**config.mk**
```make
export PLATFORM = sky130hd
export DESIGN_NAME = psa_cordic_cell
export DESIGN_NICKNAME = d
export VERILOG_FILES = /design/src/rtl/psa_pkg.sv /design/src/rtl/psa_cordic_cell.sv
export SDC_FILE = /design/constraint.sdc
export NUM_CORES = 1
export LEC_CHECK = 0
export BUFFER_PORTS_ARGS = -buffer_cell sky130_fd_sc_hd__buf_2
export CORE_UTILIZATION = 55
export CTS_CLUSTER_DIAMETER = 80
export CTS_CLUSTER_SIZE = 12
export DETAILED_ROUTE_END_ITERATION = 10
export HOLD_SLACK_MARGIN = 0.12
export PLACE_DENSITY = 0.82
export RECOVER_POWER = 50
export SKIP_CTS_REPAIR_TIMING = 1
export SLEW_MARGIN = 20
export SYNTH_ARGS = -nofsm -noshare
export SYNTH_HDL_FRONTEND = slang
export SYNTH_SLANG_ARGS = --single-unit
```
**constraint.sdc**
```tcl
create_clock -name clk_i -period 0.8 [get_ports clk_i]
set_input_delay 0.24 -clock clk_i [delete_from_list [all_inputs] [get_ports clk_i]]
set_output_delay 0.24 -clock clk_i [all_outputs]
set_load 0.02 [all_outputs]
```
**src/rtl/psa_pkg.sv**
```systemverilog
// Shared types, constants and the arctangent table of the pixel-to-servo-angle block.
// Used by every file in rtl/; has no dependencies of its own.
package psa_pkg;

  localparam int COORD_BITS      = 12;
  localparam int ANGLE_FRAC_BITS = 8;
  localparam int CORDIC_STAGES_DEF = 16;
  localparam int TABLE_LEN       = 24;
  localparam int GUARD_SHIFT     = 16;

  localparam int CFG_ADDR_W = 3;
  localparam int CFG_DATA_W = 16;
  localparam int VD_W       = 16;
  localparam int VOFS_W     = 16;

  // x/y datapath: distance << 16 grown by the CORDIC gain stays below 2^34
  localparam int XW = 36;
  // angle accumulator in degrees with 32 fraction bits, sum of table below 100 deg
  localparam int ZW = 41;

  localparam int DEG_W = ANGLE_FRAC_BITS + 8;
  localparam int RW    = ANGLE_FRAC_BITS + 11;
  localparam int OUT_W = ANGLE_FRAC_BITS + 9;

  localparam int ANGLE_RIGHT = 90 << ANGLE_FRAC_BITS;
  localparam int ANGLE_FULL  = 180 << ANGLE_FRAC_BITS;

  localparam logic signed [ZW-1:0] Z_RIGHT = ZW'(64'd90 << 32);
  localparam logic [ZW-1:0]        Z_HALF  = ZW'(64'd1 << (31 - ANGLE_FRAC_BITS));

  typedef enum logic [CFG_ADDR_W-1:0] {
    CFG_SCREEN_WIDTH      = 3'd0,
    CFG_SCREEN_WIDTH_MID  = 3'd1,
    CFG_SCREEN_HEIGHT     = 3'd2,
    CFG_SCREEN_HEIGHT_MID = 3'd3,
    CFG_VIEW_DISTANCE     = 3'd4,
    CFG_VERTICAL_OFFSET   = 3'd5
  } cfg_addr_e;

  // Flags that ride along with each item through the cell chain
  typedef struct packed {
    logic vertical;
    logic below;
    logic zero;
  } side_t;

  // atan(2^-i) in degrees, scaled by 2^32 and rounded
  function automatic logic [ZW-1:0] atan_deg_q32(input int unsigned idx);
    logic [ZW-1:0] v;
    case (idx)
      0:  v = 41'd193273528320;
      1:  v = 41'd114096026022;
      2:  v = 41'd60285206654;
      3:  v = 41'd30601712202;
      4:  v = 41'd15360239169;
      5:  v = 41'd7687607524;
      6:  v = 41'd3844741810;
      7:  v = 41'd1922488224;
      8:  v = 41'd961258780;
      9:  v = 41'd480631223;
      10: v = 41'd240315841;
      11: v = 41'd120157949;
      12: v = 41'd60078978;
      13: v = 41'd30039490;
      14: v = 41'd15019745;
      15: v = 41'd7509872;
      16: v = 41'd3754936;
      17: v = 41'd1877468;
      18: v = 41'd938734;
      19: v = 41'd469367;
      20: v = 41'd234684;
      21: v = 41'd117342;
      22: v = 41'd58671;
      23: v = 41'd29335;
      default: v = '0;
    endcase
    return v;
  endfunction

endpackage

```
**src/rtl/psa_cordic_cell.sv**
```systemverilog
// One CORDIC vectoring cell: rotate toward y = 0 by atan(2^-STAGE) and register.
// Depends on psa_pkg for widths and the angle table.
module psa_cordic_cell import psa_pkg::*; #(
  parameter int unsigned STAGE = 0
) (
  input  logic                 clk_i,
  input  logic                 rst_ni,
  input  logic                 en_i,
  input  logic                 valid_i,
  input  logic signed [XW-1:0] x_i,
  input  logic signed [XW-1:0] y_i,
  input  logic signed [ZW-1:0] z_i,
  input  side_t                side_i,
  output logic                 valid_o,
  output logic signed [XW-1:0] x_o,
  output logic signed [XW-1:0] y_o,
  output logic signed [ZW-1:0] z_o,
  output side_t                side_o
);

  localparam logic signed [ZW-1:0] ANG = $signed(atan_deg_q32(STAGE));

  logic                 valid_q;
  logic signed [XW-1:0] x_q, x_d, y_q, y_d, xs, ys;
  logic signed [ZW-1:0] z_q, z_d;
  side_t                side_q;

  always_comb begin
    xs = x_i >>> STAGE;
    ys = y_i >>> STAGE;
    if (y_i[XW-1]) begin
      x_d = x_i - ys;
      y_d = y_i + xs;
      z_d = z_i - ANG;
    end else begin
      x_d = x_i + ys;
      y_d = y_i - xs;
      z_d = z_i + ANG;
    end
  end

  always_ff @(posedge clk_i or negedge rst_ni) begin
    if (!rst_ni) begin
      valid_q <= 1'b0;
    end else if (en_i) begin
      valid_q <= valid_i;
    end
  end

  always_ff @(posedge clk_i) begin
    if (en_i) begin
      x_q    <= x_d;
      y_q    <= y_d;
      z_q    <= z_d;
      side_q <= side_i;
    end
  end

  assign valid_o = valid_q;
  assign x_o     = x_q;
  assign y_o     = y_q;
  assign z_o     = z_q;
  assign side_o  = side_q;

endmodule

```
==> results of run 1 <==
layer usage:
metal | GRT overflow | global-route usage
met3 | 13 | 0.7333
met5 | 1 | 0.3139
met2 | 523 | 1.123
met1 | 5 | 0.8642
met4 | 230 | 1.062
synth_stat cells, types with 9 or more instances:
cell type,count
nand3_1,15
a21oi_1,126
nor2b_1,18
o21ai_1,11
xor2_1,12
o21ai_0,71
nand2_1,44
nor3_1,15
nor4_1,9
nor2_1,86
inv_1,108
edfxtp_1,115
ha_1,112
mux2i_1,18
a211oi_1,13
o21bai_1,20
o21a_1,11
xnor2_1,64
clkbuf_1,29
nand2b_1,10
a21o_1,22
metrics by stage:
| stage | util | std cells | instance area (um^2) | setup WS [ns] | setup TNS, ns |
|---|---|---|---|---|---|
| after global placement | 0.8202 | 1824 | 14190 | -2.331 | -149.40 |
| after detailed placement | 0.8202 | 1824 | 14190 | -2.281 | -155.48 |
| after CTS | 0.8524 | 1856 | 14740 | -1.888 | -149.40 |
| after floorplan | - | 1068 | 10450 | -1.828 | -98.87 |
kinds of logic after synthesis:
family,count (synthesis),synth area share
compound gates,342,0.2203
xor+xnor,76,0.06817
fa+ha+maj,116,0.1517
buf+inv,160,0.06433
flops,116,0.3562
mux,19,0.01960
simple gates,239,0.1197
==> metrics.cfg, run 1 <==
[clock_network]
htree_levels=4
cts_root_buffer=clkbuf_16
clock_sinks=116
cts-buffers-inserted=17
clockBufferDepth=2

[synthesis]
synthTopCellsByArea=edfxtp_1 35%, ha_1 14%, a21oi_1 6.5%
syn-num-nets=1304
synth_edf_count=115
ys_seq_area_frac=0.3562
yosys_warnings=0
ys_async_sr_fraction=0.008621
synth.cell_area_mm2=0.009764
ys.flop_type=edfxtp_1
syn_avg_cell_area_um2=9.143
yosysUniqueCellTypes=74
yosys.area.top_type=edfxtp_1
synth_top_area_frac=0.3537
syn-instance-count=1068
synth-seq-cells=116

[floorplanning]
fp.dieW_um=135.2
initial_core_util=0.5645
rows=48
ios=237
die_h_um=135.2

[place]
hpwl_um=29150
globalplace.congestion=0.9627
port_buffers=236

[global_routing]
grt_max_degree=64
grtUsageTotal=0.9192
grt_overflow=772

[timing]
worst-endpoint-pin-kind=register data pin
grt-worst-endpoint=x_o[34]$_DFFE_PP_/D

[run_status]
outcome=did not finish
stop_error=[ERROR GRT-0232] Routing congestion too high. Check the congestion heatmap in the GUI.
lastStage=global routing (5_1_grt)

==> run 2, diff against run 1 <==
- CORE_UTILIZATION: 55 -> 40
- CTS_CLUSTER_DIAMETER: 80 -> unset
- CTS_CLUSTER_SIZE: 12 -> unset
- HOLD_SLACK_MARGIN: 0.12 -> unset
- PLACE_DENSITY: 0.82 -> unset
- PLACE_DENSITY_LB_ADDON: unset -> 0.15
==> metrics.cfg, run 2 <==
[layout]
final_cell_mix=353 x buf_4, 133 x buf_6, 119 x buf_2
final_area_mm2=0.01756
fin_cells=2033
drive_gt1_frac=0.5368
area_growth_syn_to_layout_pct=79.88
nets=1937
largest_reg_flops=41
diodes=0
final_common_cell=buf_4

[setup_path]
path_max_fanout=3
endpoint_kind=register
start_kind=primary input
worstSetupPathType=in2reg
startpoint=x_i[1]
regToRegStartpoint=valid_o$_DFFE_PN0P_
crit_arrival_ns=2.80
critPathRequiredTime_ns=0.98
cp-endpoint=y_o[29]$_DFFE_PP_
r2r_slack_ns=0.02
reg2reg_to=valid_o$_DFFE_PN0P_
r2r_cells=1

[synthesis]
synth_top_area_frac=0.3537
syn-num-nets=1304
ys.flop_type=edfxtp_1
synth_edf_count=115
synth.cell_area_mm2=0.009764
ys_async_sr_fraction=0.008621
synth.most_common_cell=a21oi_1
synth_commonest_cells=126 x a21oi_1, 115 x edfxtp_1, 112 x ha_1
yosys.area.top_type=edfxtp_1
synth-seq-cells=116
yosys_warnings=0
syn_avg_cell_area_um2=9.143
synthTopCellsByArea=edfxtp_1 35%, ha_1 14%, a21oi_1 6.5%
yosysUniqueCellTypes=74
syn-instance-count=1068
ys_seq_area_frac=0.3562

[timing]
timing.hold.ws_ns=-0.004311
tightestPinTransition_ns=0.4863
clock-skew-final_ns=0
period_minus_slack_ns=2.616
maxSlewHeadroom=0.6743
max_freq_mhz=382.3
maxSlewViolCount=0
setup_viol=284
rsz0062_at_grt=yes
finalHoldViolCount=1
timing.final.ws_setup_ns=-1.816
min_period_over_period=3.270

[job]
maxCapViolCount=0

[routing]
vias=10655
dr.pass1.iters=5
drc_errors=0
routedWlPerCell_um=18.45
drtIter0Drc=728
routed_wl_um=37510
antenna_left=0
vias_per_cell=5.241

[global_routing]
grt_pass1_wl_um=50050
grt_max_degree=33
antenna_found_initial=1
first_global_vias=9590
grt_overflow=0
grtUsageTotal=0.2612

[floorplanning]
ios=237
coreArea_mm2=0.02368
initial_core_util=0.4123
design.die.area_mm2=0.02504
fp.dieW_um=158.2
rows=56
die_h_um=158.2

[power]
power.leakage_nw=7.930
ir_drop_uv=1116
power_density_mw_per_mm2=1639

[min_path]
hold_path.class=in2reg

[place]
dp.cells=1924
hpwl_um=26720
port_buffers=236
globalplace.congestion=0.9536
place_area_mm2=0.01435

[clock_network]
clkLatencyLatePin_ns=0.42
clock_sinks=116
cts_root_buffer=clkbuf_16
clk_pin_slew_worst_paths_ns=0.06
htree_levels=4
cts-buffers-inserted=17
clockBufferDepth=2
tritoncts=done

[run_status]
violations=negative hold slack, negative setup slack
outcome=finished, violations left

-- run 2: cell counts after synthesis --
Identical to the previous run, type by type.
-- run 2: worst max-delay path: stages --
cell and delay, ns:
buf_8 0.09, clkinvlp_4 0.10, ha_4 0.24, nor2b_4 0.14, o31ai_4 0.24, o21ai_2 0.15
a211oi_2 0.29, nor2_2 0.09, a221o_1 0.36, a21o_1 0.26, buf_6 0.15, a211oi_2 0.25
a21oi_2 0.06, xnor2_1 0.12
-- run 2: kinds of logic (layout without fill, tap and decap cells) --
family,Yosys count,after routing,synth area share
AOI/OAI and AO/OA,342,342,0.2203
xor gates and xnor gates,76,76,0.06817
adders and majority gates,116,116,0.1517
buffers and inverters,160,806,0.06433
DFF,116,116,0.3562
muxes,19,19,0.01960
and+or+nand+nor,239,239,0.1197
-- run 2: area by class of cell --
class	count	area [um^2]
sequential	116	3480
clock inverter	14	128.9
tap	319	399.1
clock buffer	18	429.2
inverter	114	511.7
timing repair buffer	660	5418
multi-input combinational	792	7198
fill	1680	6118
-- run 2: how the worst min path moves through the flow --
stage	from	slack, ns	end	cells after the start
6_report	z_i[3]	-0.004	z_o[3]$_DFFE_PP_	1
4_1_cts	rst_ni	-0.43	valid_o$_DFFE_PN0P_	1
2_1_floorplan	rst_ni	-0.06	valid_o$_DFFE_PN0P_	0
3_5_place_dp	rst_ni	0.02	valid_o$_DFFE_PN0P_	1
3_3_place_gp	rst_ni	0.01	valid_o$_DFFE_PN0P_	1
5_1_grt	z_i[15]	-0.004	z_o[15]$_DFFE_PP_	1
-- run 2: metrics by stage --
stage                 util  hold slack [ns]  TNS (ns)  setup slack [ns]  power [W]
finish              0.7417        -0.004311   -148.57            -1.816    0.02879
global route        0.7417        -0.003591   -158.40            -1.870    0.02994
CTS                 0.6294          -0.4334   -146.50            -1.848    0.02588
detailed placement  0.6059          0.01643   -158.14            -2.278    0.01834
global placement    0.6059          0.01471   -155.75            -2.248    0.01827
floorplan                -         -0.05559    -98.87            -1.828    0.01376
-- run 2: metal layers --
layer / vias up / GRT usage / share of wire
met5: - / 0 / 0.00021
met4: 2 / 0.07143 / 0.024
met3: 57 / 0.03531 / 0.064
met2: 405 / 0.4236 / 0.48
met1: 5099 / 0.3615 / 0.43
li1: 5092 / - / -
-- run 2: where the power goes --
group	internal (W)	switching, W
clock network	0.00430	0.00317
registers	0.00784	0.000363
logic	0.00643	0.00668
total	0.0186	0.0102
(Power assumes the default switching activity.)
