**src/rtl/psa_pkg.sv**
```systemverilog
// Shared types, constants and the arctangent table of the pixel-to-servo-angle block.
// Used by every file in rtl/; has no dependencies of its own.
package psa_pkg;

  localparam int COORD_BITS      = 12;
  localparam int ANGLE_FRAC_BITS = 8;
  localparam int CORDIC_STAGES_DEF = 16;
  localparam int TABLE_LEN       = 24;
  localparam int GUARD_SHIFT     = 16;

  localparam int CFG_ADDR_W = 3;
  localparam int CFG_DATA_W = 16;
  localparam int VD_W       = 16;
  localparam int VOFS_W     = 16;

  // x/y datapath: distance << 16 grown by the CORDIC gain stays below 2^34
  localparam int XW = 36;
  // angle accumulator in degrees with 32 fraction bits, sum of table below 100 deg
  localparam int ZW = 41;

  localparam int DEG_W = ANGLE_FRAC_BITS + 8;
  localparam int RW    = ANGLE_FRAC_BITS + 11;
  localparam int OUT_W = ANGLE_FRAC_BITS + 9;

  localparam int ANGLE_RIGHT = 90 << ANGLE_FRAC_BITS;
  localparam int ANGLE_FULL  = 180 << ANGLE_FRAC_BITS;

  localparam logic signed [ZW-1:0] Z_RIGHT = ZW'(64'd90 << 32);
  localparam logic [ZW-1:0]        Z_HALF  = ZW'(64'd1 << (31 - ANGLE_FRAC_BITS));

  typedef enum logic [CFG_ADDR_W-1:0] {
    CFG_SCREEN_WIDTH      = 3'd0,
    CFG_SCREEN_WIDTH_MID  = 3'd1,
    CFG_SCREEN_HEIGHT     = 3'd2,
    CFG_SCREEN_HEIGHT_MID = 3'd3,
    CFG_VIEW_DISTANCE     = 3'd4,
    CFG_VERTICAL_OFFSET   = 3'd5
  } cfg_addr_e;

  // Flags that ride along with each item through the cell chain
  typedef struct packed {
    logic vertical;
    logic below;
    logic zero;
  } side_t;

  // atan(2^-i) in degrees, scaled by 2^32 and rounded
  function automatic logic [ZW-1:0] atan_deg_q32(input int unsigned idx);
    logic [ZW-1:0] v;
    case (idx)
      0:  v = 41'd193273528320;
      1:  v = 41'd114096026022;
      2:  v = 41'd60285206654;
      3:  v = 41'd30601712202;
      4:  v = 41'd15360239169;
      5:  v = 41'd7687607524;
      6:  v = 41'd3844741810;
      7:  v = 41'd1922488224;
      8:  v = 41'd961258780;
      9:  v = 41'd480631223;
      10: v = 41'd240315841;
      11: v = 41'd120157949;
      12: v = 41'd60078978;
      13: v = 41'd30039490;
      14: v = 41'd15019745;
      15: v = 41'd7509872;
      16: v = 41'd3754936;
      17: v = 41'd1877468;
      18: v = 41'd938734;
      19: v = 41'd469367;
      20: v = 41'd234684;
      21: v = 41'd117342;
      22: v = 41'd58671;
      23: v = 41'd29335;
      default: v = '0;
    endcase
    return v;
  endfunction

endpackage

```
**src/rtl/psa_post.sv**
```systemverilog
// Back end: clamp and round the CORDIC angle, then form the servo angle and saturate.
// Two register stages; the second is the output register. Depends on psa_pkg.
module psa_post import psa_pkg::*; (
  input  logic                     clk_i,
  input  logic                     rst_ni,
  input  logic                     en_i,
  input  logic                     valid_i,
  input  logic signed [ZW-1:0]     z_i,
  input  side_t                    side_i,
  input  logic signed [VOFS_W-1:0] vert_ofs_i,
  output logic                     valid_o,
  output logic signed [OUT_W-1:0]  angle_o
);

  localparam logic signed [RW-1:0] R_RIGHT = RW'(ANGLE_RIGHT);
  localparam logic signed [RW-1:0] R_FULL  = RW'(ANGLE_FULL);

  logic                    deg_valid_q, out_valid_q;
  logic [DEG_W-1:0]        deg_q, deg_d;
  side_t                   side_q;
  logic [ZW-1:0]           zc, zr;
  logic signed [RW-1:0]    r, r_sat, deg_s, ofs_s;
  logic                    add_deg;
  logic signed [OUT_W-1:0] angle_q;

  // Stage one: clamp to [0, 90] degrees, round half up
  always_comb begin
    if (z_i < 0) begin
      zc = '0;
    end else if (z_i > Z_RIGHT) begin
      zc = Z_RIGHT;
    end else begin
      zc = z_i;
    end
    zr = zc + Z_HALF;
    deg_d = side_i.zero ? '0 : zr[32-ANGLE_FRAC_BITS +: DEG_W];
  end

  // Stage two: fold the angle around 90 degrees, apply the vertical trim, saturate
  always_comb begin
    deg_s   = $signed(RW'(deg_q));
    ofs_s   = RW'(vert_ofs_i);
    add_deg = side_q.vertical ? !side_q.below : side_q.below;
    r       = add_deg ? (R_RIGHT + deg_s) : (R_RIGHT - deg_s);
    if (side_q.vertical) begin
      r = r - ofs_s;
    end
    if (r > R_FULL) begin
      r_sat = R_FULL;
    end else if (r < -R_FULL) begin
      r_sat = -R_FULL;
    end else begin
      r_sat = r;
    end
  end

  always_ff @(posedge clk_i or negedge rst_ni) begin
    if (!rst_ni) begin
      deg_valid_q <= 1'b0;
      out_valid_q <= 1'b0;
    end else if (en_i) begin
      deg_valid_q <= valid_i;
      out_valid_q <= deg_valid_q;
    end
  end

  always_ff @(posedge clk_i) begin
    if (en_i) begin
      deg_q   <= deg_d;
      side_q  <= side_i;
      angle_q <= r_sat[OUT_W-1:0];
    end
  end

  assign valid_o = out_valid_q;
  assign angle_o = angle_q;

endmodule

```
**config.mk**
```make
export PLATFORM = sky130hd
export DESIGN_NAME = psa_post
export DESIGN_NICKNAME = d
export VERILOG_FILES = /design/src/rtl/psa_pkg.sv /design/src/rtl/psa_post.sv
export SDC_FILE = /design/constraint.sdc
export NUM_CORES = 1
export LEC_CHECK = 0
export ABC_AREA = 1
export BUFFER_PORTS_ARGS = -buffer_cell sky130_fd_sc_hd__buf_2
export CAP_MARGIN = 15
export CORE_MARGIN = 5
export CORE_UTILIZATION = 62
export DETAILED_ROUTE_END_ITERATION = 7
export PLACE_DENSITY = 0.88
export SYNTH_ARGS = -nofsm -noshare
export SYNTH_HDL_FRONTEND = slang
export SYNTH_SLANG_ARGS = --single-unit
export TNS_END_PERCENT = 100
```
**constraint.sdc**
```tcl
create_clock -name clk_i -period 7.4 [get_ports clk_i]
set_input_delay 0.37 -clock clk_i [delete_from_list [all_inputs] [get_ports clk_i]]
set_output_delay 0.37 -clock clk_i [all_outputs]
set_load 0.02 [all_outputs]
```
; Yosys cells after proc, flatten, opt, wreduce, memory -nomap -nowiden
; Cells that the tools add are included.
[word_totals]
regBits = 37
input_bits = 64
output_inout_bits = 18
wordCells = 23
[classes]
addsub = 4
order_cmp = 4
n_mux = 6
n_reduce_logical = 2
[op_table]
columns = op, n
row1 = $mux W40, 2
row2 = $gt A41 B40 Y1 const B, 1
row3 = $lt A41 B1 Y1 const B, 1
row4 = $add A40 B24 Y40 const B, 1
row5 = $mux W19, 2
row6 = $gt A19 B17 Y1 const B, 1
row7 = $lt A19 B17 Y1 const B, 1
row8 = $sub A19 B16 Y19, 1
row9 = $add A15 B16 Y17 const A, 1
row10 = $mux W17, 1
row11 = $sub A15 B16 Y17 const A, 1
row12 = $reduce_or A2 Y1, 1
row13 = $logic_not A1 Y1, 1
row14 = $mux W1, 1

; Logic depth before layout (Yosys ltp)
[depth]
depth_word = 7
ltp_mapped = 29
ltp_nobuf = 29

; Worst setup path before layout
; No wires, ideal clock.
[synth_timing]
path_type = register to register
start = reg side_q[2] (netlist name)
end = reg angle_q[8], in the netlist angle_o[8] (data pin)
setup_ns = 0.260
t_arrival_ns = 2.939
required_time_ns = 7.140
path_slack_ns = 4.201
path_stages_with_launch = 25
n_path_buf = 1
synth_period_minus_slack_ns = 3.199
path_cell_list = edfxtp_1 > buf_6 > or2_4 > nand2_4 > inv_2 > a21oi_1 > xor2_1 > inv_1 > ha_1 > nand2_1 > inv_1 > a21oi_1 > nor2_1 > nor2_1 > nand2_1 > nand2_1 > nand3_1 > nand2_2 > nand2_1 > nor2_1 > nand3_1 > nand3_1 > nand3_2 > nand2_4 > nor2_1
[synth_via]
elab_chain_cells = 6
elab_cells_between_ends = 7
classes_between = 1 x add/sub / 2 x order compare / 3 x mux / 1 x reduce/logical
[synth_rtl]
columns = item, line
row1 = start: declaration, psa_post.sv:20  ; side_t side_q;
row2 = start signal: assignment, psa_post.sv:70  ; side_q <= side_i;
row3 = $mux W1, psa_post.sv:43  ; add_deg = side_q.vertical ? !side_q.below : side_q.below;
row4 = $mux W19, psa_post.sv:44  ; r = add_deg ? (R_RIGHT + deg_s) : (R_RIGHT - deg_s);
row5 = $sub A19 B16 Y19, psa_post.sv:46  ; r = r - ofs_s;
row6 = $mux W19 (*), psa_post.sv:45  ; if (side_q.vertical) begin
row7 = $gt A19 B17 Y1 or $lt A19 B17 Y1 (tied branches), "psa_post.sv:48, psa_post.sv:50"
row8 = $reduce_or A2 Y1 (no source line), n/a
row9 = end signal: assignment, psa_post.sv:71  ; angle_q <= r_sat[OUT_W-1:0];
row10 = end: declaration, psa_post.sv:24  ; logic signed [OUT_W-1:0] angle_q;
; Every way passes the cells marked *; elsewhere a longest branch is shown, timed or not.
; A chain may end at the register's enable or synchronous reset.

; Worst setup path in the final report
; Ends and elaborated chain as after synthesis.

==> out/metrics.csv <==
metric,value,unit
outcome,completed,
Syn Area/Cell,6.04,um2
worst hold path depth,1,
Switching Share,44.5,%
"count leader, synth",nand2_1,
M1 wire length,4510,um
die height,93.5,um
Syn Nets,804,
TritonCTS buffer count,5,
largest net degree at the start of global routing,40,
maximum fanout along the worst path,25,
reg2reg start,side_q[2]$_DFFE_PP_,
n_diodes,0,
"slowest stage delay, CP",0.90,ns
first-pass GRT wire length,20100,um
Total Routed Length,12000,um
# hold bufs at CTS,1,
die area,0.00874,mm2
Flop pwr share,29.6,%
Area Growth Syn to Fin,14.0,%
Setup CP Type,reg -> reg,
Detailed Routing Iterations Pass 1,7,
wire per inst,13.5,um
unrepaired setup endpoints after global routing,no,
clock latency at the later pin of the worst-skew pair,0.29,ns
CTS max path bufs,2,
CTS root buf,clkbuf_8,
Slew Limit Fails,0,
io pins,82,
highest routed layer,met4,
Seq cells post-synth,37,
CP max stage cell,edfxtp_1,
worst path arrival time,4.49,ns
VDD IR max,0.131,mV
FF-to-FF End,angle_o[8]$_SDFFCE_PP0P_,
Worst Max-Slew Pin Slew,0.841,ns
CTS HTree Levels,2,
IO Port Bufs,81,
CP dominant cell by count,nand2_1,
# setup viols final,0,
Syn. warnings,0,
Core ar.,0.00679,mm2
worst hold path endpoint,side_q[1]$_DFFE_PP_,
DR WL met3,971,um
met2 wire len,5970,um
post-synth top area share,24.3,%
Post-Synth Simple-Gate Area,44.5,%
row cnt,30,
"Cell Chain, Critical Path",nand2_1 > nand2_4 > inv_2 > a21oi_1 > xor2_1 > inv_1 > ha_1 > nand2_1 > inv_1 > a21oi_1 > nand3_1 > or2_2 > nand3_1 > nand2_1 > inv_1 > o21ai_1 > nand2_1 > nand2_1 > nand2_1 > nand2_2 > nand2_4 > nor2_1,
Post-Synth XOR/XNOR Area,2.03,%
Crit. End Element,flop,
Post-CTS Setup Inserts,0,
post-cts resize count,0,
clock share of power,18.6,%
largest cells by area after synthesis,"edfxtp_1 24%, nand2_1 20%, inv_1 11%, nor2_1 8.2%, nand3_1 7.4%",
largest family of logic cells by synthesized area,simple AND/OR/NAND/NOR gates,
family with the most delay on the worst path,simple AND/OR/NAND/NOR gates,
vias in the first global route,4574,
gate count of the mapped netlist,716,
Max-cap violations,0,
Post-synth ARST share,5.41,%
Final min period,4.45,ns
Final period util,60.2,%
Unique masters post-synth,40,
placer's final routability congestion estimate,1.03,
Logic pwr share,51.8,%
most frequent cells after synthesis,"228 x nand2_1, 122 x inv_1, 95 x nor2_1",
Final Hold Viols,0,
clk_skew,0.0122,ns
global route overflow,0,
filler-free cell count of the finished design,894,
"Seq/Total Area, Yosys",25.5,%
Via density,5.47,
Starting Density,63.6,%
Synth Area in Compound Gates,8.48,%
WP buf/inv,4,
crit path launch,side_q[2]$_DFFE_PP_,
PD cells,193,mW/mm2
Post-synth EDFFs,35,
initial drt markers,386,
Vias,4886,
Inst Count DP,885,
R2R depth,22,
adder-cell share of the synthesized area,7.12,%
"Primary FF master, synth",edfxtp_1,
Die W,93.5,um
Psw,0.000423,W
DRC errors left,0,
Sum Neg Setup Slack,0,ns
layout cell share with drive strength beyond 1,14.8,%
dpl hpwl,9950,um
R2R Setup Slk,2.95,ns
cell taking the most area after synthesis,edfxtp_1,
clock sink total,37,
initial antenna violation count,0,
leakage,2.64,nW
worst hold path type,in -> reg,
Nets,885,
"Cell Area, Synth",0.00432,mm2
post-route ant nets,0,
f_max,0.225,GHz
CP startpoint kind,flop,
Critical Path RT,7.43,ns
CTS tree,yes,
GRT Total Usage,28.4,%
Slew headroom,43.9,%
clock-pin slew on the worst setup and hold paths,0.08,ns
multiplexer share of the synthesized area,0.232,%
min-delay src,side_i[1],
internal power,0.000527,W
==> area by class of cell <==
type,instances,area (um2)
multi-input cells,545,2700
fillers,563,1870
flip-flops and latches,37,1100
inverters,126,473
repair buffers,82,415
well taps,96,120
clock buffers,5,68.8
clock inverters,3,46.3
==> through the flow <==
step / util (%) / worst slack (ns) / area, um2 / total power (W) / hold slack, ns
finish: 72.5 / 2.95 / 4930 / 0.000950 / 0.250
global route: 72.5 / 2.62 / 4930 / 0.00102 / 0.232
CTS: 72.5 / 3.08 / 4930 / 0.000942 / 0.243
detailed placement: 70.7 / 3.10 / 4800 / 0.000764 / 0.156
global placement: 70.7 / 3.24 / 4800 / 0.000748 / 0.155
floorplan: - / 4.20 / 4320 / 0.000632 / 0.0744
==> sequential cells by signal, summed over array words and instances, names as in the netlist <==
signal	count
angle_o	17
deg_q	16
deg_valid_q	1
side_q	2
valid_o	1
==> cells in the final DEF (no fill, tap or decap), types with 3 or more instances in the layout <==
cell and count:
nand2_1 228, inv_1 122, nor2_1 95, buf_2 81
nand3_1 64, edfxtp_1 35, a21oi_1 31, ha_1 23
o21ai_0 20, nand4_1 16, nor3_1 9, xor2_1 8
nor4_1 6, nor2_2 6, clkbuf_8 5, inv_2 4
nand2_2 4, nand2_4 3, nand3b_1 3, o21a_1 3
nor2_4 3
==> per-layer routing <==
metal,global-route usage [%],vias to the layer above
met3,4.34,58
met2,50.8,262
li1,-,2449
met5,0,-
met4,15.8,0
met1,32.0,2117
==> cell families after synthesis <==
group | count (synthesis)
other | 1
buffers and inverters | 134
DFF | 37
muxes | 1
and+or+nand+nor | 444
adders and majority gates | 24
AOI/OAI and AO/OA | 65
xor gates and xnor gates | 10
==> power groups by stage <==
stage | registers (W) | logic, W | clock network [W]
2_1_floorplan | 0.000305 | 0.000327 | 0
3_3_place_gp | 0.000285 | 0.000463 | 0
3_5_place_dp | 0.000286 | 0.000478 | 0
4_1_cts | 0.000281 | 0.000483 | 0.000178
5_1_grt | 0.000284 | 0.000553 | 0.000186
6_report | 0.000281 | 0.000492 | 0.000176
==> how the worst max path moves through the flow <==
stage,end,depth (start not counted)
floorplan,angle_o[8]$_SDFFCE_PP0P_,24
global placement,angle_o[0]$_SDFFCE_PP0P_,22
detailed placement,angle_o[8]$_SDFFCE_PP0P_,22
CTS,angle_o[8]$_SDFFCE_PP0P_,22
global route,angle_o[8]$_SDFFCE_PP0P_,23
finish,angle_o[8]$_SDFFCE_PP0P_,22
Note: power is estimated with default switching activity, not from simulation.
