**src/rtl/psa_pkg.sv**
```systemverilog
// Shared types, constants and the arctangent table of the pixel-to-servo-angle block.
// Used by every file in rtl/; has no dependencies of its own.
package psa_pkg;

  localparam int COORD_BITS      = 12;
  localparam int ANGLE_FRAC_BITS = 8;
  localparam int CORDIC_STAGES_DEF = 16;
  localparam int TABLE_LEN       = 24;
  localparam int GUARD_SHIFT     = 16;

  localparam int CFG_ADDR_W = 3;
  localparam int CFG_DATA_W = 16;
  localparam int VD_W       = 16;
  localparam int VOFS_W     = 16;

  // x/y datapath: distance << 16 grown by the CORDIC gain stays below 2^34
  localparam int XW = 36;
  // angle accumulator in degrees with 32 fraction bits, sum of table below 100 deg
  localparam int ZW = 41;

  localparam int DEG_W = ANGLE_FRAC_BITS + 8;
  localparam int RW    = ANGLE_FRAC_BITS + 11;
  localparam int OUT_W = ANGLE_FRAC_BITS + 9;

  localparam int ANGLE_RIGHT = 90 << ANGLE_FRAC_BITS;
  localparam int ANGLE_FULL  = 180 << ANGLE_FRAC_BITS;

  localparam logic signed [ZW-1:0] Z_RIGHT = ZW'(64'd90 << 32);
  localparam logic [ZW-1:0]        Z_HALF  = ZW'(64'd1 << (31 - ANGLE_FRAC_BITS));

  typedef enum logic [CFG_ADDR_W-1:0] {
    CFG_SCREEN_WIDTH      = 3'd0,
    CFG_SCREEN_WIDTH_MID  = 3'd1,
    CFG_SCREEN_HEIGHT     = 3'd2,
    CFG_SCREEN_HEIGHT_MID = 3'd3,
    CFG_VIEW_DISTANCE     = 3'd4,
    CFG_VERTICAL_OFFSET   = 3'd5
  } cfg_addr_e;

  // Flags that ride along with each item through the cell chain
  typedef struct packed {
    logic vertical;
    logic below;
    logic zero;
  } side_t;

  // atan(2^-i) in degrees, scaled by 2^32 and rounded
  function automatic logic [ZW-1:0] atan_deg_q32(input int unsigned idx);
    logic [ZW-1:0] v;
    case (idx)
      0:  v = 41'd193273528320;
      1:  v = 41'd114096026022;
      2:  v = 41'd60285206654;
      3:  v = 41'd30601712202;
      4:  v = 41'd15360239169;
      5:  v = 41'd7687607524;
      6:  v = 41'd3844741810;
      7:  v = 41'd1922488224;
      8:  v = 41'd961258780;
      9:  v = 41'd480631223;
      10: v = 41'd240315841;
      11: v = 41'd120157949;
      12: v = 41'd60078978;
      13: v = 41'd30039490;
      14: v = 41'd15019745;
      15: v = 41'd7509872;
      16: v = 41'd3754936;
      17: v = 41'd1877468;
      18: v = 41'd938734;
      19: v = 41'd469367;
      20: v = 41'd234684;
      21: v = 41'd117342;
      22: v = 41'd58671;
      23: v = 41'd29335;
      default: v = '0;
    endcase
    return v;
  endfunction

endpackage

```
**src/rtl/psa_front.sv**
```systemverilog
// Front stage: clamp the coordinate, take its offset from the centre, seed the CORDIC vector.
// Depends on psa_pkg.
module psa_front import psa_pkg::*; (
  input  logic                  clk_i,
  input  logic                  rst_ni,
  input  logic                  en_i,
  input  logic                  valid_i,
  input  logic                  opcode_i,
  input  logic [COORD_BITS-1:0] coord_i,
  input  logic [COORD_BITS-1:0] width_i,
  input  logic [COORD_BITS-1:0] width_mid_i,
  input  logic [COORD_BITS-1:0] height_i,
  input  logic [COORD_BITS-1:0] height_mid_i,
  input  logic [VD_W-1:0]       view_dist_i,
  output logic                  valid_o,
  output logic signed [XW-1:0]  x_o,
  output logic signed [XW-1:0]  y_o,
  output side_t                 side_o
);

  logic                  valid_q;
  logic signed [XW-1:0]  x_q, x_d;
  logic signed [XW-1:0]  y_q, y_d;
  side_t                 side_q, side_d;
  logic [COORD_BITS-1:0] lim, mid, c, off;

  always_comb begin
    lim = opcode_i ? height_i : width_i;
    mid = opcode_i ? height_mid_i : width_mid_i;
    c   = (coord_i > lim) ? lim : coord_i;
    side_d.vertical = opcode_i;
    side_d.below    = c < mid;
    off = side_d.below ? (mid - c) : (c - mid);
    side_d.zero     = off == '0;
    x_d = $signed(XW'(view_dist_i) << GUARD_SHIFT);
    y_d = $signed(XW'(off) << GUARD_SHIFT);
  end

  always_ff @(posedge clk_i or negedge rst_ni) begin
    if (!rst_ni) begin
      valid_q <= 1'b0;
    end else if (en_i) begin
      valid_q <= valid_i;
    end
  end

  always_ff @(posedge clk_i) begin
    if (en_i) begin
      x_q    <= x_d;
      y_q    <= y_d;
      side_q <= side_d;
    end
  end

  assign valid_o = valid_q;
  assign x_o     = x_q;
  assign y_o     = y_q;
  assign side_o  = side_q;

endmodule

```
**config.mk**
```make
export PLATFORM = sky130hd
export DESIGN_NAME = psa_front
export DESIGN_NICKNAME = d
export VERILOG_FILES = /design/src/rtl/psa_pkg.sv /design/src/rtl/psa_front.sv
export SDC_FILE = /design/constraint.sdc
export NUM_CORES = 1
export LEC_CHECK = 0
export BUFFER_PORTS_ARGS = -buffer_cell sky130_fd_sc_hd__buf_2
export CAP_MARGIN = 5
export CELL_PAD_IN_SITES_DETAIL_PLACEMENT = 0
export CELL_PAD_IN_SITES_GLOBAL_PLACEMENT = 1
export CORE_ASPECT_RATIO = 1.1
export CORE_MARGIN = 2
export CORE_UTILIZATION = 37
export DETAILED_ROUTE_END_ITERATION = 8
export GPL_TIMING_DRIVEN = 0
export PLACE_DENSITY = 0.95
export SLEW_MARGIN = 20
export SYNTH_ARGS = -nofsm -noshare
export SYNTH_HDL_FRONTEND = slang
export SYNTH_SLANG_ARGS = --single-unit
```
**constraint.sdc**
```tcl
create_clock -name clk_i -period 2.1 [get_ports clk_i]
set_input_delay 0.21 -clock clk_i [delete_from_list [all_inputs] [get_ports clk_i]]
set_output_delay 0.21 -clock clk_i [all_outputs]
set_load 0.03 [all_outputs]
```
# --- After elaboration in Yosys (flattened, before gate mapping) ---
# Index checks and enable logic that the tools add are counted.
op_classes:
  magnitude_cmp: 2
  eq_ne: 0
  div: 0
  mul: 0
  addsub: 2
  reduce_logical: 1
  shift: 0
  n_mux: 4
  bitwise: 0
op_table:
  columns: ["operator", "n"]
  rows:
  - ["12-bit 2-to-1 mux", 4]
  - ["12-bit subtractor", 2]
  - ["12-bit > comparator", 1]
  - ["12-bit logical NOT", 1]
  - ["12-bit less-than comparator", 1]
word_totals:
  inputBits: 81
  ramBits: 0
  mem_count: 0
  register_bits: 32
  rom_bits: 0
  output_inout_bits: 76
  latch_bits: 0
  wordCells: 15

# --- Depth between registers and ports, before layout ---
# Gate-level depths: netlist of the first run.
logic_depth:
  ltp_word: 6
  mapped_depth: 24
  mapped_depth_nobuf: 20

# --- Worst setup path before layout of the first run ---
# No wires, ideal clock.
synth_path:
  path_type: "input to register"
  startpoint: "in opcode_i"
  endpoint: "reg side_q (netlist bit side_o[0]) (data pin)"
  arrival_ns: 5.114
  n_path_buf: 3
  setup_slack_ns: -3.184
  cell_stages: 20
  cell_sequence: "buf_2 buf_1 mux2i_1 ha_1 nand4_1 a211o_1 a31oi_1 clkbuf_1 a21oi_1 fa_1 a211o_1 a21oi_2 a211o_1 a21oi_4 inv_4 mux2_2 nor2_1 nor4b_1 or4b_1 nor4_2"
synth_rtl:
  columns: ["element", "line_no", "source"]
  rows:
  - ["start: declaration", "psa_front.sv:8", "input logic opcode_i,"]
  - ["end signal: assignment", "psa_front.sv:51", "side_q <= side_d;"]
  - ["end: declaration", "psa_front.sv:24", "side_t side_q, side_d;"]

==> flow_metrics.tcl, run 1 <==
set metrics [dict create \
    outcome "finished with violations" \
    failed_checks "setup timing" \
    timing.final.crit_share 2.23 \
    wire_per_inst_um 13.6 \
    cts.htree.levels 2 \
    fin_ws_ps -2590 \
    grt_pass1_wl_um 13600 \
    report.final.slew_viol_count 0 \
    drive_above_1_share 0.553 \
    cts_buffer_depth 2 \
    start_kind "primary input" \
    yosysMostFrequentCell "buf_4" \
    netlist.top_cell.by_area "edfxtp_1" \
    ios 157 \
    drtIter0Drc 147 \
    syn_to_final_growth_pct 65.0 \
    antenna_found_initial 0 \
    fin_cells 682 \
    dieArea_mm2 0.00946 \
    path_max_fanout 6 \
    drc 0 \
    detail_route.vias_per_cell 4.84 \
    first_pass_iters 4 \
    hold_viol_final 0 \
    worst_slew_pin_slew_ps 861 \
    synth_edf_count 31 \
    peakVddDrop_v 0.000274 \
    grt_pass1_vias 3131 \
    port-buffer-count 112 \
    grt.total_usage 0.178 \
    avgSynthCellArea_um2 9.30 \
    clk_pin_slew_ps 60 \
    placed_cells 612 \
    die_h_um 102 \
    yosys-top-cells-area "edfxtp_1 29%, ha_1 13%, buf_4 11%" \
    synth_top_cell_area_share 0.289 \
    yosysWarnings 0 \
    dr_total_vias 3301 \
    synth_cell_type_count 51 \
    end_kind "flop" \
    crit_type "primary input to flop" \
    max_cap_violations 0 \
    rows 35 \
    fin_crit_ps 4690 \
    drt_wl_total_um 9250 \
    gp_congestion 0.764 \
    antenna_left 0 \
    die_w_um 92.9 \
    max_slew_margin 0.426 \
    hpwl_um 6500 \
    hp-class "primary input to flop" \
    grt_overflow_total 0 \
    powerDensity_mw_per_mm2 781 \
    cts_inserted_buffers 5 \
    coreArea_mm2 0.00841 \
    r2r_setup_slack_ps 1360 \
    yosys-top-cells-count "46 x buf_4, 34 x ha_1, 31 x edfxtp_1" \
    p_leak_nw 2.63 \
    async_flop_share 0.0313 \
    synthFlopType "edfxtp_1" \
    report.final.setup_viol 14 \
    syn_inst 346 \
    fillerInstances 706 \
    crit_arrival_ps 4790 \
    dp_slack_ps -3120 \
    final_nets 687 \
    insertion_delay_ps 270 \
    synth-seq-cells 32 \
    required_ps 2200 \
    root_buffer "clkbuf_8" \
    rsz0062_at_grt "yes" \
    yosysSeqAreaShare 0.297 \
    n_antenna_cell 0 \
    clock_skew_ps 0 \
    syn_area_mm2 0.00322 \
    initial_core_util 0.383 \
    grt_max_degree 33 \
    cts_tree "yes" \
    cts.sinks 32 \
    fmax_mhz 213 \
]
## metrics by stage
stage | power [W] | hold WS (ps) | util | area (µm²) | setup TNS [ps]
floorplan | 0.00234 | -85.6 | - | 3480 | -24720
global placement | 0.00274 | -9.50 | 0.497 | 4180 | -32820
detailed placement | 0.00277 | -7.28 | 0.497 | 4180 | -32940
CTS | 0.00365 | 99.8 | 0.578 | 4860 | -25890
global route | 0.00438 | 96.5 | 0.631 | 5310 | -29180
finish | 0.00414 | 113 | 0.631 | 5310 | -27620
## cell type report
class,count,area (µm²),area share
clock buffer,6,82.6,0.0156
multi-input combinational,274,2420,0.455
tap,111,139,0.0262
timing repair buffer,176,1130,0.214
buffer,55,467,0.0879
sequential,32,956,0.180
inverter,26,103,0.0193
clock inverter,2,10.0,0.00189
## sequential cells by signal, summed over array words and instances, names as in the netlist
register / flops
side_o: 3
valid_o: 1
x_o: 16
y_o: 12
## final timing paths
kind                            cells after the start         to             from
worst max-delay path                               24  side_o[0]         opcode_i
worst min-delay path                                1    x_o[29]  view_dist_i[13]
worst max register to register                      1    valid_o          valid_o
worst min register to register                      1    valid_o          valid_o
max in group asynchronous                           2    valid_o           rst_ni
min in group asynchronous                           2    valid_o           rst_ni
## power breakdown
part / switching (W) / leakage, nW / internal, W / total (W)
clock: 0.000197 / 0.0510 / 0.000261 / 0.000458
sequential: 0.0000258 / 0.315 / 0.000873 / 0.000899
combinational: 0.00149 / 2.26 / 0.00130 / 0.00279
## cell usage in the layout (no fill, tap or decap), types with 3 or more instances in the layout
cell type,count
a211o_1,3
a211oi_2,4
a21o_1,9
a21oi_1,16
a21oi_2,10
a21oi_4,4
a31oi_1,3
buf_12,3
buf_2,111
buf_4,90
buf_6,19
buf_8,3
clkbuf_8,6
conb_1,44
edfxtp_1,31
ha_1,25
ha_2,4
ha_4,5
inv_1,23
mux2i_1,20
mux2i_4,6
nand2_1,11
nand2_2,4
nand3_1,4
nand4_1,7
nor2_1,20
nor2_2,5
nor2b_1,5
nor3_1,4
o211ai_1,3
o21ai_1,3
o21bai_1,3
xnor2_1,3
xnor2_2,3
xor2_2,3
## routing by layer
layer  GRT usage  routed length (µm)
met1       0.189                3520
met2       0.342                4680
met3      0.0387                 824
met4      0.0656                 227
met5           0                   0
## critical path: stages
cell	delay [ps]
buf_12	110
buf_12	140
buf_12	140
mux2i_4	190
ha_4	260
nand4_1	160
buf_4	220
inv_2	60
nand2_2	70
a31oi_4	190
buf_6	140
o21ai_2	60
or2_4	230
fa_2	360
a211o_1	340
a21oi_2	200
a211o_1	230
a21oi_4	100
clkinv_4	110
mux2i_4	240
xnor2_2	100
nor4b_4	270
or4b_4	490
nor4_2	140
## cells by family (layout without fill, tap and decap cells)
group / Yosys count / in the layout / synth area share
multiplexers: 30 / 30 / 0.0945
flip-flops: 32 / 32 / 0.297
AO/OA/AOI/OAI: 78 / 78 / 0.167
XOR/XNOR: 9 / 9 / 0.0245
AND/OR/NAND/NOR: 77 / 77 / 0.116
buffers and inverters: 83 / 265 / 0.155
adder cells (fa/ha/maj): 36 / 36 / 0.145
other: 1 / 44 / 0.00117
## what timing repair did
item / in CTS / in global routing
hold buffers: 1 / 0
pin swaps: 15 / 23
setup buffers: 47 / 17
setup endpoints to repair: 14 / 14
gates cloned: 2 / 0
hold endpoints to repair: 1 / 0
gates resized for setup: 52 / 74
(Power assumes the default switching activity.)
==> inputs of run 2 (changes only) <==
- CORE_UTILIZATION: 37 -> 30
- MAX_ROUTING_LAYER: unset -> met4
- PLACE_DENSITY: 0.95 -> 0.82
- SETUP_SLACK_MARGIN: unset -> 0.15
==> flow_metrics.tcl, run 2 (same netlist as run 1, synthesis figures left out) <==
set metrics [dict create \
    outcome "finished with violations" \
    failed_checks "setup timing" \
    largest_register_ff_count 16 \
    antenna_found_initial 0 \
    hp-class "primary input to flop" \
    ios 157 \
    p_leak_nw 2.57 \
    crit_chain "buf_6 > buf_6 > buf_12 > mux2i_4 > ha_4 > nand4_1 > buf_4 > a211o_1 > a31oi_4 > buf_6 > o21ai_2 > or2_4 > fa_2 > a211o_1 > a21oi_4 > a211o_1 > a21oi_4 > inv_4 > mux2i_1 > xor2_1 > nor4b_4 > or4b_4 > nor4_4" \
    coreArea_mm2 0.0104 \
    slowest_delay_ps 510 \
    cts_tree "yes" \
    hpwl_um 6800 \
    drt_wl_total_um 9060 \
    final_cell_mix "112 x buf_2, 91 x buf_4, 44 x conb_1, 31 x edfxtp_1" \
    rsz0062_at_grt "yes" \
    worst_slew_pin_slew_ps 891 \
    syn_to_final_growth_pct 61.5 \
    hold_viol_final 0 \
    max_slew_margin 0.406 \
    cts_inserted_buffers 5 \
    fin_cells 706 \
    drc 0 \
    drive_above_1_share 0.522 \
    clock_skew_ps 0 \
    fin_ws_ps -2720 \
    report.final.slew_viol_count 0 \
    final_nets 679 \
    crit_arrival_ps 4920 \
    report.final.setup_viol 14 \
    worstHoldPathCells 1 \
    initial_core_util 0.309 \
    crit_buf_inv 6 \
    drtIter0Drc 149 \
    end_kind "flop" \
    worstHoldStart "opcode_i" \
    antenna_left 0 \
    first_pass_iters 4 \
    detail_route.vias_per_cell 4.47 \
    grt.total_usage 0.154 \
    power_w 0.00415 \
    port-buffer-count 112 \
    worstRegToRegCells 1 \
    die_w_um 103 \
    timing.final.crit_share 2.30 \
    placed_cells 644 \
    crit_type "primary input to flop" \
    cts.sinks 32 \
    cts_buffer_depth 2 \
    fmax_mhz 207 \
    crit-reg2reg-capture "valid_o" \
    final_common_cell "buf_2" \
    timing.rr.start "valid_o" \
    timing.critical_path.slowest_stage_cell "or4b_4" \
    max_cap_violations 0 \
    powerDensity_mw_per_mm2 798 \
    clk_pin_slew_ps 50 \
    n_antenna_cell 0 \
    r2r_setup_slack_ps 1370 \
    start_kind "primary input" \
    grt_max_degree 33 \
    hold_path_end "side_o[2]" \
    grt_overflow_total 0 \
    die_h_um 113 \
    grt_pass1_vias 3109 \
    cts.htree.levels 2 \
    dp_slack_ps -3220 \
    dieArea_mm2 0.0116 \
    required_ps 2200 \
    root_buffer "clkbuf_16" \
    path_max_fanout 6 \
    peakVddDrop_v 0.000384 \
    dr_total_vias 3155 \
    rows 39 \
    grt_pass1_wl_um 13900 \
    gp_congestion 0.860 \
    insertion_delay_ps 270 \
    wire_per_inst_um 12.8 \
    critical-path-top-delay-family "compound AO/OA/AOI/OAI gates" \
    fin_crit_ps 4820 \
]
## run 2: worst max path at each step
stage	startpoint	end	slack, ps	cells after the start
after floorplan	opcode_i	side_o[0]	-2480	21
after global placement	opcode_i	side_o[0]	-3190	21
after detailed placement	opcode_i	side_o[0]	-3220	22
after CTS	opcode_i	side_o[0]	-2750	22
after global routing	opcode_i	side_o[0]	-2890	24
final	opcode_i	side_o[0]	-2720	23
## run 2: power by group
part / switching [W] / internal, W / leakage [nW]
combinational: 0.00142 / 0.00114 / 2.18
clock: 0.000224 / 0.000464 / 0.0766
sequential: 0.0000218 / 0.000874 / 0.315
total: 0.00166 / 0.00248 / 2.57
## run 2: final cells by class
class | instances | area, µm²
plain buffers | 57 | 463
clock buffers | 6 | 139
clock inverters | 2 | 10.0
fillers | 995 | 5200
inverters | 26 | 100
multi-input cells | 274 | 2340
flip-flops and latches | 32 | 956
well taps | 143 | 179
repair buffers | 166 | 1010
## run 2: metal layers
metal / global-route usage / share of wire
met4: 0.0544 / 0.025
met2: 0.267 / 0.49
met1: 0.178 / 0.40
met5: - / 0
met3: 0.0237 / 0.086
## run 2: metrics by stage
step / area, µm² / hold slack, ps / utilization / setup TNS (ps)
global placement: 4220 / -15.9 / 0.406 / -34030
detailed placement: 4220 / -11.7 / 0.406 / -34270
global route: 5200 / 110 / 0.500 / -29920
floorplan: 3480 / -85.6 / - / -24720
CTS: 4900 / 113 / 0.471 / -28360
finish: 5200 / 117 / 0.500 / -27930
## run 2: repair_timing
| action | CTS | global route |
|---|---|---|
| pin swaps | 14 | 11 |
| resized for setup | 39 | 44 |
| setup endpoints to repair | 14 | 14 |
| gates cloned | 2 | 0 |
| setup buffers | 42 | 9 |
| hold buffers | 1 | 0 |
| hold endpoints to repair | 1 | 0 |
==> inputs of run 3 (changes only) <==
- clock period: 2.1 -> 4.9 ns (I/O delays scaled with it)
==> flow_metrics.tcl, run 3 (same netlist as run 1, synthesis figures left out) <==
set metrics [dict create \
    outcome "finished with violations" \
    failed_checks "setup timing" \
    hold_viol_final 0 \
    root_buffer "clkbuf_16" \
    rsz0062_at_grt "yes" \
    grt_overflow_total 0 \
    path_max_fanout 8 \
    peakVddDrop_v 0.000214 \
    syn_to_final_growth_pct 60.6 \
    hpwl_um 6890 \
    drt_wl_total_um 9150 \
    clock_skew_ps 0 \
    powerDensity_mw_per_mm2 336 \
    cts.sinks 32 \
    grt_pass1_vias 3012 \
    cts_tree "yes" \
    die_w_um 103 \
    hp-class "primary input to flop" \
    finalSetupTns_ps -471 \
    crit_type "primary input to flop" \
    max_slew_margin 0.416 \
    n_antenna_cell 0 \
    worst_slew_pin_slew_ps 877 \
    dieArea_mm2 0.0116 \
    end_kind "flop" \
    insertion_delay_ps 260 \
    clk_pin_slew_ps 50 \
    drc 0 \
    rows 39 \
    initial_core_util 0.309 \
    dpl_cell_area_mm2 0.00420 \
    cts_inserted_buffers 5 \
    cts_buffer_depth 2 \
    dr_total_vias 3087 \
    first_pass_iters 4 \
    final_cell_mix "112 x buf_2, 84 x buf_4, 44 x conb_1, 31 x edfxtp_1, 28 x ha_1" \
    report.final.slew_viol_count 0 \
    drive_above_1_share 0.498 \
    fin_ws_ps -322 \
    detail_route.vias_per_cell 4.40 \
    port-buffer-count 112 \
    final_common_cell "buf_2" \
    wire_per_inst_um 13.0 \
    p_leak_nw 2.55 \
    largest_register_ff_count 16 \
    fin_area_mm2 0.00517 \
    antenna_left 0 \
    gp_congestion 0.834 \
    start_kind "primary input" \
    max_cap_violations 0 \
    die_h_um 113 \
    coreArea_mm2 0.0104 \
    cts.htree.levels 2 \
    grt_max_degree 33 \
    report.final.setup_viol 2 \
    antenna_found_initial 0 \
    grt.total_usage 0.147 \
    timing.final.crit_share 1.07 \
    worstRegToRegCells 1 \
    required_ps 5000 \
    drtIter0Drc 106 \
    crit_arrival_ps 5320 \
    final_nets 674 \
    fmax_mhz 191 \
    ios 157 \
    worstHoldPathCells 1 \
    grt_pass1_wl_um 13400 \
    fin_crit_ps 5220 \
]
## run 3: cell types whose count changed in the layout (fill, tap and decap cells not counted), moves of 3 or more
cell / before / now
a21oi_2: 9 / 5
buf_6: 11 / 8
ha_1: 25 / 28
xnor2_1: 3 / 6
clkbuf_1: 1 / 5
buf_12: 1 / 4
buf_4: 91 / 84
xnor2_2: 3 / 0
## run 3: worst paths after layout
kind | to | slack [ps] | start
max | side_o[0] | -320 | opcode_i
min | x_o[19] | 400 | view_dist_i[3]
max reg2reg | valid_o | 4160 | valid_o
min reg2reg | valid_o | 510 | valid_o
max in group asynchronous | valid_o | 4270 | rst_ni
min in group asynchronous | valid_o | 550 | rst_ni
## run 3: area by class of cell
class	count	area, µm²
multi-input cells	274	2300
flip-flops and latches	32	956
plain buffers	57	480
repair buffers	161	1020
inverters	26	103
well taps	143	179
fillers	997	5230
clock buffers	8	136
## run 3: per-layer routing
layer  vias to the layer above  routed length (µm)  GRT usage
met4                         0                  80     0.0307
met1                      1372                3750      0.174
li1                       1570                   -          -
met5                         -                   0          -
met3                         8                 713     0.0255
met2                       137                4600      0.258
## run 3: power breakdown
part | internal (W) | switching (W) | leakage (nW)
Combinational | 0.000480 | 0.000591 | 2.17
Clock | 0.000187 | 0.0000915 | 0.0652
Sequential | 0.000375 | 0.0000112 | 0.315
## run 3: critical path, cell delays in order
cell,delay [ps]
buf_8,100
buf_8,130
clkbuf_16,160
mux2i_2,170
ha_1,310
nand4_1,240
a211o_1,360
a31oi_4,230
buf_12,160
buf_12,140
a21oi_4,70
ha_4,270
buf_6,100
a211o_1,170
a21oi_4,80
a211o_1,350
a21oi_4,260
clkinv_4,150
buf_6,140
o41ai_4,340
xnor2_1,160
or4b_4,530
nor4_2,200
## run 3: per-stage QoR
| stage | hold WS [ps] | worst slack, ps | utilization | instances | power, W |
|---|---|---|---|---|---|
| floorplan | 194 | 24.6 | - | 389 | 0.000996 |
| global placement | 264 | -642 | 0.404 | 644 | 0.00118 |
| detailed placement | 269 | -653 | 0.404 | 644 | 0.00119 |
| CTS | 391 | -206 | 0.429 | 662 | 0.00151 |
| global route | 387 | -446 | 0.497 | 701 | 0.00185 |
| finish | 397 | -322 | 0.497 | 701 | 0.00174 |
## run 3: what timing repair did
action / in CTS / in global routing
endpoints found under the setup margin: 5 / 6
pin swaps: 10 / 27
hold endpoints to repair: 1 / 0
setup buffers: 9 / 37
resized for setup: 8 / 77
cloned: 0 / 2
hold buffers: 1 / 0
